<file path="src/rtl/core/hlts_pkg.sv">
// Shared types, constants and the microcode program of the Holt trend smoother.
// Used by hlts_mul_unit and holt_linear_trend_smoother_top; depends on nothing.
package hlts_pkg;

  localparam int OPA_BITS   = 64;
  localparam int MUL_BITS   = 32;
  localparam int PROD_BITS  = 64;
  localparam int ACC_BITS   = 80;
  localparam int GAIN_BITS  = 17;
  localparam int GAIN_FRAC  = 16;
  localparam int SUM_BITS   = 63;
  localparam int COUNT_BITS = 32;
  localparam int UPC_BITS   = 5;

  localparam logic [GAIN_BITS-1:0] GAIN_ONE         = 17'h10000;
  localparam logic [GAIN_BITS-1:0] LEVEL_GAIN_RESET = 17'd26214;
  localparam logic [GAIN_BITS-1:0] TREND_GAIN_RESET = 17'd39322;
  localparam logic [ACC_BITS-1:0]  ROUND_HALF       = ACC_BITS'(32768);

  // Register indexes on the configuration port (paddr[2]).
  localparam logic REG_LEVEL_GAIN = 1'b0;
  localparam logic REG_TREND_GAIN = 1'b1;

  // Sequencer jump kinds.
  localparam logic [1:0] J_NEXT     = 2'd0;
  localparam logic [1:0] J_GOTO     = 2'd1;
  localparam logic [1:0] J_DISPATCH = 2'd2;
  localparam logic [1:0] J_EMIT     = 2'd3;

  // Datapath operations.
  localparam logic [3:0] OP_NONE   = 4'd0;
  localparam logic [3:0] OP_FIRST  = 4'd1;
  localparam logic [3:0] OP_SECOND = 4'd2;
  localparam logic [3:0] OP_FC     = 4'd3;
  localparam logic [3:0] OP_FCINT  = 4'd4;
  localparam logic [3:0] OP_ERR    = 4'd5;
  localparam logic [3:0] OP_T1     = 4'd6;
  localparam logic [3:0] OP_NL     = 4'd7;
  localparam logic [3:0] OP_TREND  = 4'd8;
  localparam logic [3:0] OP_SCORE  = 4'd9;

  // Multiplier operand loads.
  localparam logic [2:0] LD_NONE  = 3'd0;
  localparam logic [2:0] LD_XF    = 3'd1;
  localparam logic [2:0] LD_FC    = 3'd2;
  localparam logic [2:0] LD_STEP  = 3'd3;
  localparam logic [2:0] LD_TREND = 3'd4;
  localparam logic [2:0] LD_ERR   = 3'd5;

  // Multiplier and accumulator operations.
  localparam logic [1:0] MUL_NONE = 2'd0;
  localparam logic [1:0] MUL_LO   = 2'd1;
  localparam logic [1:0] MUL_HI   = 2'd2;
  localparam logic [1:0] MUL_SQ   = 2'd3;

  localparam logic [1:0] ACC_NONE     = 2'd0;
  localparam logic [1:0] ACC_LOAD     = 2'd1;
  localparam logic [1:0] ACC_LOAD_RND = 2'd2;
  localparam logic [1:0] ACC_ADD_HI   = 2'd3;

  // Program entry points.
  localparam logic [UPC_BITS-1:0] UPC_WAIT   = 5'd0;
  localparam logic [UPC_BITS-1:0] UPC_FIRST  = 5'd1;
  localparam logic [UPC_BITS-1:0] UPC_SECOND = 5'd2;
  localparam logic [UPC_BITS-1:0] UPC_RUN    = 5'd3;
  localparam logic [UPC_BITS-1:0] UPC_EMIT   = 5'd18;

  typedef struct packed {
    logic [1:0] mul_op;
    logic [1:0] acc_op;
  } mul_ctrl_t;

  typedef struct packed {
    logic [1:0]          jump;
    logic [UPC_BITS-1:0] target;
    logic [3:0]          op;
    logic [2:0]          load;
    mul_ctrl_t           mul;
  } ucode_t;

  function automatic ucode_t uword(input logic [1:0] jump, input logic [UPC_BITS-1:0] target,
                                   input logic [3:0] op, input logic [2:0] load,
                                   input logic [1:0] mul_op, input logic [1:0] acc_op);
    ucode_t w;
    w.jump       = jump;
    w.target     = target;
    w.op         = op;
    w.load       = load;
    w.mul.mul_op = mul_op;
    w.mul.acc_op = acc_op;
    return w;
  endfunction

  // Each gain product runs as low half, high half plus rounded load, then the
  // shifted high half is added; the next product overlaps where registers allow.
  function automatic ucode_t ucode_rom(input logic [UPC_BITS-1:0] addr);
    ucode_t w;
    unique case (addr)
      5'd0:  w = uword(J_DISPATCH, UPC_WAIT, OP_NONE,   LD_NONE,  MUL_NONE, ACC_NONE);
      5'd1:  w = uword(J_GOTO,     UPC_EMIT, OP_FIRST,  LD_NONE,  MUL_NONE, ACC_NONE);
      5'd2:  w = uword(J_GOTO,     UPC_EMIT, OP_SECOND, LD_NONE,  MUL_NONE, ACC_NONE);
      5'd3:  w = uword(J_NEXT,     UPC_WAIT, OP_FC,     LD_XF,    MUL_NONE, ACC_NONE);
      5'd4:  w = uword(J_NEXT,     UPC_WAIT, OP_FCINT,  LD_NONE,  MUL_LO,   ACC_NONE);
      5'd5:  w = uword(J_NEXT,     UPC_WAIT, OP_ERR,    LD_FC,    MUL_HI,   ACC_LOAD_RND);
      5'd6:  w = uword(J_NEXT,     UPC_WAIT, OP_NONE,   LD_NONE,  MUL_LO,   ACC_ADD_HI);
      5'd7:  w = uword(J_NEXT,     UPC_WAIT, OP_T1,     LD_NONE,  MUL_HI,   ACC_LOAD_RND);
      5'd8:  w = uword(J_NEXT,     UPC_WAIT, OP_NONE,   LD_NONE,  MUL_NONE, ACC_ADD_HI);
      5'd9:  w = uword(J_NEXT,     UPC_WAIT, OP_NL,     LD_NONE,  MUL_NONE, ACC_NONE);
      5'd10: w = uword(J_NEXT,     UPC_WAIT, OP_NONE,   LD_STEP,  MUL_NONE, ACC_NONE);
      5'd11: w = uword(J_NEXT,     UPC_WAIT, OP_NONE,   LD_NONE,  MUL_LO,   ACC_NONE);
      5'd12: w = uword(J_NEXT,     UPC_WAIT, OP_NONE,   LD_TREND, MUL_HI,   ACC_LOAD_RND);
      5'd13: w = uword(J_NEXT,     UPC_WAIT, OP_NONE,   LD_NONE,  MUL_LO,   ACC_ADD_HI);
      5'd14: w = uword(J_NEXT,     UPC_WAIT, OP_T1,     LD_ERR,   MUL_HI,   ACC_LOAD_RND);
      5'd15: w = uword(J_NEXT,     UPC_WAIT, OP_NONE,   LD_NONE,  MUL_SQ,   ACC_ADD_HI);
      5'd16: w = uword(J_NEXT,     UPC_WAIT, OP_TREND,  LD_NONE,  MUL_NONE, ACC_LOAD);
      5'd17: w = uword(J_NEXT,     UPC_WAIT, OP_SCORE,  LD_NONE,  MUL_NONE, ACC_NONE);
      5'd18: w = uword(J_EMIT,     UPC_WAIT, OP_NONE,   LD_NONE,  MUL_NONE, ACC_NONE);
      default: w = uword(J_GOTO,   UPC_WAIT, OP_NONE,   LD_NONE,  MUL_NONE, ACC_NONE);
    endcase
    return w;
  endfunction

endpackage

</file>
<file path="src/rtl/core/hlts_mul_unit.sv">
// Shared 32x32 multiplier with product register and rounding accumulator.
// Depends on hlts_pkg for the control struct and the operation codes.
module hlts_mul_unit
  import hlts_pkg::*;
(
  input  logic                 clk,
  input  mul_ctrl_t            ctrl,
  input  logic [OPA_BITS-1:0]  opa,
  input  logic                 opa_neg,
  input  logic [GAIN_BITS-1:0] gain,
  output logic [ACC_BITS-1:0]  acc,
  output logic                 acc_neg
);

  logic [MUL_BITS-1:0]  mul_a;
  logic [MUL_BITS-1:0]  mul_b;
  logic [PROD_BITS-1:0] prod;

  always_comb begin
    unique case (ctrl.mul_op)
      MUL_LO: begin
        mul_a = opa[MUL_BITS-1:0];
        mul_b = MUL_BITS'(gain);
      end
      MUL_HI: begin
        mul_a = opa[OPA_BITS-1:MUL_BITS];
        mul_b = MUL_BITS'(gain);
      end
      MUL_SQ: begin
        mul_a = opa[MUL_BITS-1:0];
        mul_b = opa[MUL_BITS-1:0];
      end
      default: begin
        mul_a = '0;
        mul_b = '0;
      end
    endcase
  end

  always_ff @(posedge clk) begin
    if (ctrl.mul_op != MUL_NONE) begin
      prod <= mul_a * mul_b;
    end
    // The sign follows the operand into the product so a new operand may load early.
    if (ctrl.mul_op == MUL_HI) begin
      acc_neg <= opa_neg;
    end
    case (ctrl.acc_op)
      ACC_LOAD:     acc <= ACC_BITS'(prod);
      ACC_LOAD_RND: acc <= ACC_BITS'(prod) + ROUND_HALF;
      ACC_ADD_HI:   acc <= acc + ACC_BITS'({prod, {MUL_BITS{1'b0}}});
      default:      acc <= acc;
    endcase
  end

endmodule
</file>
<file path="config.mk">
export PLATFORM = sky130hd
export DESIGN_NAME = hlts_mul_unit
export DESIGN_NICKNAME = d
export VERILOG_FILES = /design/src/rtl/core/hlts_pkg.sv /design/src/rtl/core/hlts_mul_unit.sv
export SDC_FILE = /design/constraint.sdc
export NUM_CORES = 2
export LEC_CHECK = 0
export ABC_AREA = 1
export BUFFER_PORTS_ARGS = -buffer_cell sky130_fd_sc_hd__buf_4
export CAP_MARGIN = 30
export CORE_MARGIN = 1
export CORE_UTILIZATION = 40
export DETAILED_ROUTE_END_ITERATION = 7
export PLACE_DENSITY = 0.55
export SETUP_SLACK_MARGIN = 0.2
export SYNTH_ARGS = -nofsm -noshare
export SYNTH_HDL_FRONTEND = slang
export SYNTH_SLANG_ARGS = --single-unit
</file>
<file path="constraint.sdc">
create_clock -name clk -period 8.5 [get_ports clk]
set_input_delay 2.125 -clock clk [delete_from_list [all_inputs] [get_ports clk]]
set_output_delay 2.125 -clock clk [all_outputs]
set_load 0.02 [all_outputs]
</file>
Word-level counts from Yosys, hierarchy flattened
Cells that the tools add are included.
- reduce and logical (&&, ||, !) cells: 4
- muxes and demuxes: 3
- eq/ne operators: 6
- $mul: 1
- add/subtract/negate cells: 2
- operator list (cell ; number):
    80-bit case mux with 3 select lines ; 1
    32-bit case mux with 2 select lines ; 2
    80-bit adder ; 1
    64-bit by 16-bit adder with 65-bit output, second input constant ; 1
    32-bit by 32-bit multiplier with 64-bit output ; 1
    2-bit == test, second input constant ; 4
    2-bit by 1-bit == test with 1-bit output, second input constant ; 2
    2-bit OR reduction ; 2
    3-bit nonzero test ; 1
    2-bit nonzero test ; 1
- logic and storage cells: 19
- register bits after elaboration: 145

Logic depth before layout (Yosys ltp)
- depth in word-level cells: 4
- depth in mapped cells: 38
- mapped depth without buffers: 36

Worst setup path after synthesis
OpenSTA, ideal clock, no wires.
- path type: input port to flip-flop
- start point: in ctrl[2] (netlist bit)
- end point: reg prod[62], data pin
- slack: -0.430 ns
- setup time: 0.252 ns
- arrival time: 8.677 ns
- cell stages on the path: 31
- path buffers: 3
- path through: inv_1 > ha_1 > buf_2 > buf_2 > nand2_1 > o21ai_2 > nand2_1 > buf_2 > nor2_1 > fa_1 > fa_1 > inv_1 > fa_1 > fa_1 > inv_1 > fa_1 > fa_1 > fa_1 > inv_1 > fa_1 > inv_1 > ha_1 > nand2_1 > nor2_1 > inv_1 > nor3_1 > nand2_1 > nand2_1 > nand2_1 > nand3_1 > nand2_1
- word-level cells in the longest chain between the ends: 4
- elaborated cells between the ends (all ways): 8
- RTL lines (item ; line ; text):
    start, declared ; hlts_mul_unit.sv:7 ; input mul_ctrl_t ctrl,
    2-bit == test / 2-bit by 1-bit == test with 1-bit output (equally long branches) ; hlts_mul_unit.sv:20 ; unique case (ctrl.mul_op)
    2-bit OR reduction (no line) ; - ;
    32-bit case mux with 2 select lines ; hlts_mul_unit.sv:20 ;
    32-bit by 32-bit multiplier with 64-bit output * ; hlts_mul_unit.sv:42 ; prod <= mul_a * mul_b;
    end signal, assigned ; hlts_mul_unit.sv:42 ;
    end, declared ; hlts_mul_unit.sv:17 ; logic [PROD_BITS-1:0] prod;
Every way passes the cells marked *; elsewhere a longest branch is shown, timed or not.
A chain may end at the register's enable or synchronous reset.

Worst setup path after layout
- start point: in ctrl[3] (netlist bit)
- end point: reg prod[62], data pin
Same word-level chain as after synthesis.

==> results.toml <==
[final_layout]
syn2layout_area_growth_pct = 29.30
drive_gt1_share_pct = 25.33
fillerInstances = 10870
antenna_cells = 0
fin_area_um2 = 58690
nNetsFinal = 8012

[power_and_ir_drop]
leakage_nw = 29.75
total_power_mw = 19.23
vdd_drop_max_mv = 0.4048
powerDensity_nw_per_um2 = 327.6

[timing]
fmax_ghz = 0.1137
finClkSkew_ps = 16.74
fin_ws_ps = -295.7
fin_crit_ps = 8796
drv_slew = 0
rsz0062_at_grt = "true"
hold_violations = 0
setup_viol = 43
finalCritPeriodShare_pct = 103.5
worstMarginPinSlew_ps = 985.1
relSlewSlack_pct = 34.33

[cts]
clock_latency_ps = 460
htreeDepth = 4
path_clk_slew_ps = 80
cts.sinks = 145
clock_path_buffers = 2
hold_buffers = 0
cts_buffers = 17
cts_tree = "built"
clockRootBuffer = "clkbuf_16"

[detailed_routing]
num_vias = 40745
first_iter_violations = 2922
drc_errors = 0
wl_met3_mm = 11.71
wirelength_mm = 175.9
dr.pass1.iters = 5
top_layer = "met5"
wl_met1_mm = 73.03
routed_via_density = 4.956
ant_nets = 0
route.met2.wl_mm = 82.51
wl_per_cell_um = 21.39

[synthesis]
synth_nets = 7323
synth_cell_type_count = 50
yosysMostFrequentCell = "nand2_1"
ys_async_sr_fraction_pct = 0
synth_area_leader_cell = "fa_1"
synth_seq_area_share_pct = 9.593
synth_edf_count = 145
netlist.area_leader.share_pct = 39.56
syn_area_per_cell_um2 = 7.540
synth.area.top_cells = "fa_1 (40%), nand2_1 (12%), inv_1 (12%)"
ys_ff_latch = 145
synth_flop_cell = "edfxtp_1"
yosysWarnings = 0
synthTopCellsByCount = "nand2_1 (1499), inv_1 (1478), fa_1 (897), nor2_1 (862), ha_1 (319)"
syn_area_um2 = 45390
postSynthCellCount = 6020

[die]
io_pins = 168
initial_core_util_pct = 40.35
num_rows = 123
die-height_um = 338.9
fp.coreArea_um2 = 112500
dieArea_um2 = 114800
fp.dieW_um = 338.9

[global_routing]
grt_start_max_net_pins = 65
grt_pass1_wl_mm = 265.8
grt_usage_pct = 31.01
overflow = 0
antenna_found_initial = 2
grt_pass1_vias = 42967

[flow_run]
drv_cap = 0

[setup_path]
worst-r2r-cell-count = 12
cpPeakStageDelay_ps = 570
worst_path_max_delay_cell = "fa_1"
crit_family = "adder cells"
crit_fanout = 8
start_kind = "input pin"
crit_top_cell = "fa_1"
cp.depth = 33
endpoint_kind = "flip-flop"
worstPathRequired_ps = 8710
worst-path-buf-inv = 11
crit_arrival_ps = 9000
crit_type = "input pin to flip-flop"

[placement]
portBuffers = 167
place_area_um2 = 53970
gp_congestion = 0.9733
hpwlAfterDp_mm = 153.8

[status]
status = "finished, violations left"
violations = "negative setup slack"

[hold_path]
holdPathStages = 2
hold_class = "flip-flop to flip-flop"
worst paths after layout:
| check | slack [ps] | endpoint | from |
|---|---|---|---|
| worst max-delay path | -300 | prod[62] | ctrl[3] |
| worst min-delay path | 690 | acc[0] | prod[0] |
| worst max register to register | 5770 | acc[68] | prod[0] |
| worst min register to register | 690 | acc[0] | prod[0] |
layout by cell type, fill, tap and decap left out, types with 70 or more instances in the layout:
cell         n
ha_1       269
nand3_1    118
o21ai_0     70
edfxtp_1   145
nand2_2    170
nor2_4      87
buf_12     108
buf_4      643
nor2_2     121
inv_1     1372
buf_6       87
fa_1       829
nor2_1     674
inv_2      102
nand2_1   1286
a21oi_1     92
routing by layer:
metal	global-route usage (%)	vias to the layer above
met4	11.98	2
li1	-	18900
met5	0	-
met2	52.23	1409
met1	40.18	20102
met3	4.509	332
layout make-up:
cell class	count	area, µm²	share of cell area (%)
timing repair buffer	857	8349	14.23
clock inverter	15	185.2	0.3155
timing repair inverter	1	6.256	0.01066
multi-input combinational	4188	37790	64.39
tap	1500	1877	3.198
sequential	145	4354	7.419
inverter	1499	5703	9.717
clock buffer	17	425.4	0.7249
registers in the layout, indices dropped and copies added, names as in the netlist:
register and flops:
acc_neg 1, prod 64, acc 80
what timing repair did:
action / CTS / global route
pin swaps: 199 / 145
setup endpoints to repair: 54 / 53
resized for setup: 521 / 344
setup buffers: 76 / 31
cloned: 7 / 2
worst register-to-register path, delay by kind of cell, from the launching register on:
kind	cells	cell delay [ps]
flops	1	460
fa+ha+maj	2	730
simple gates	10	1300
report_power, final:
| group | total [mW] | switching, mW | internal [mW] |
|---|---|---|---|
| registers | 1.83 | 0.467 | 1.36 |
| logic | 16.6 | 9.63 | 6.96 |
| clock network | 0.811 | 0.410 | 0.401 |
cells by family (layout without fill, tap and decap cells):
group                      Yosys count  count (layout)  synth area share, %
xor gates and xnor gates            47              47               0.9069
DFF                                145             145                9.593
muxes                                1               1              0.02205
adders and majority gates         1216            1216                48.36
and+or+nand+nor                   2638            2639                23.26
buffers and inverters             1688            2389                14.33
AOI/OAI and AO/OA                  285             285                3.531
stage by stage:
step,util [%],hold WS [ps],setup TNS (ps),setup WS (ps),cells
3_3_place_gp,47.94,680.3,-49620,-1214,8072
3_5_place_dp,47.98,674.8,-51150,-1250,8074
5_1_grt,52.17,708.9,-15880,-472.9,8222
4_1_cts,50.83,687.9,-5066,-229.8,8189
6_report,52.17,686.2,-7933,-295.7,8222
2_1_floorplan,-,549.0,-738.6,-62.86,6020
No activity file was read; power rests on OpenSTA's default activity.
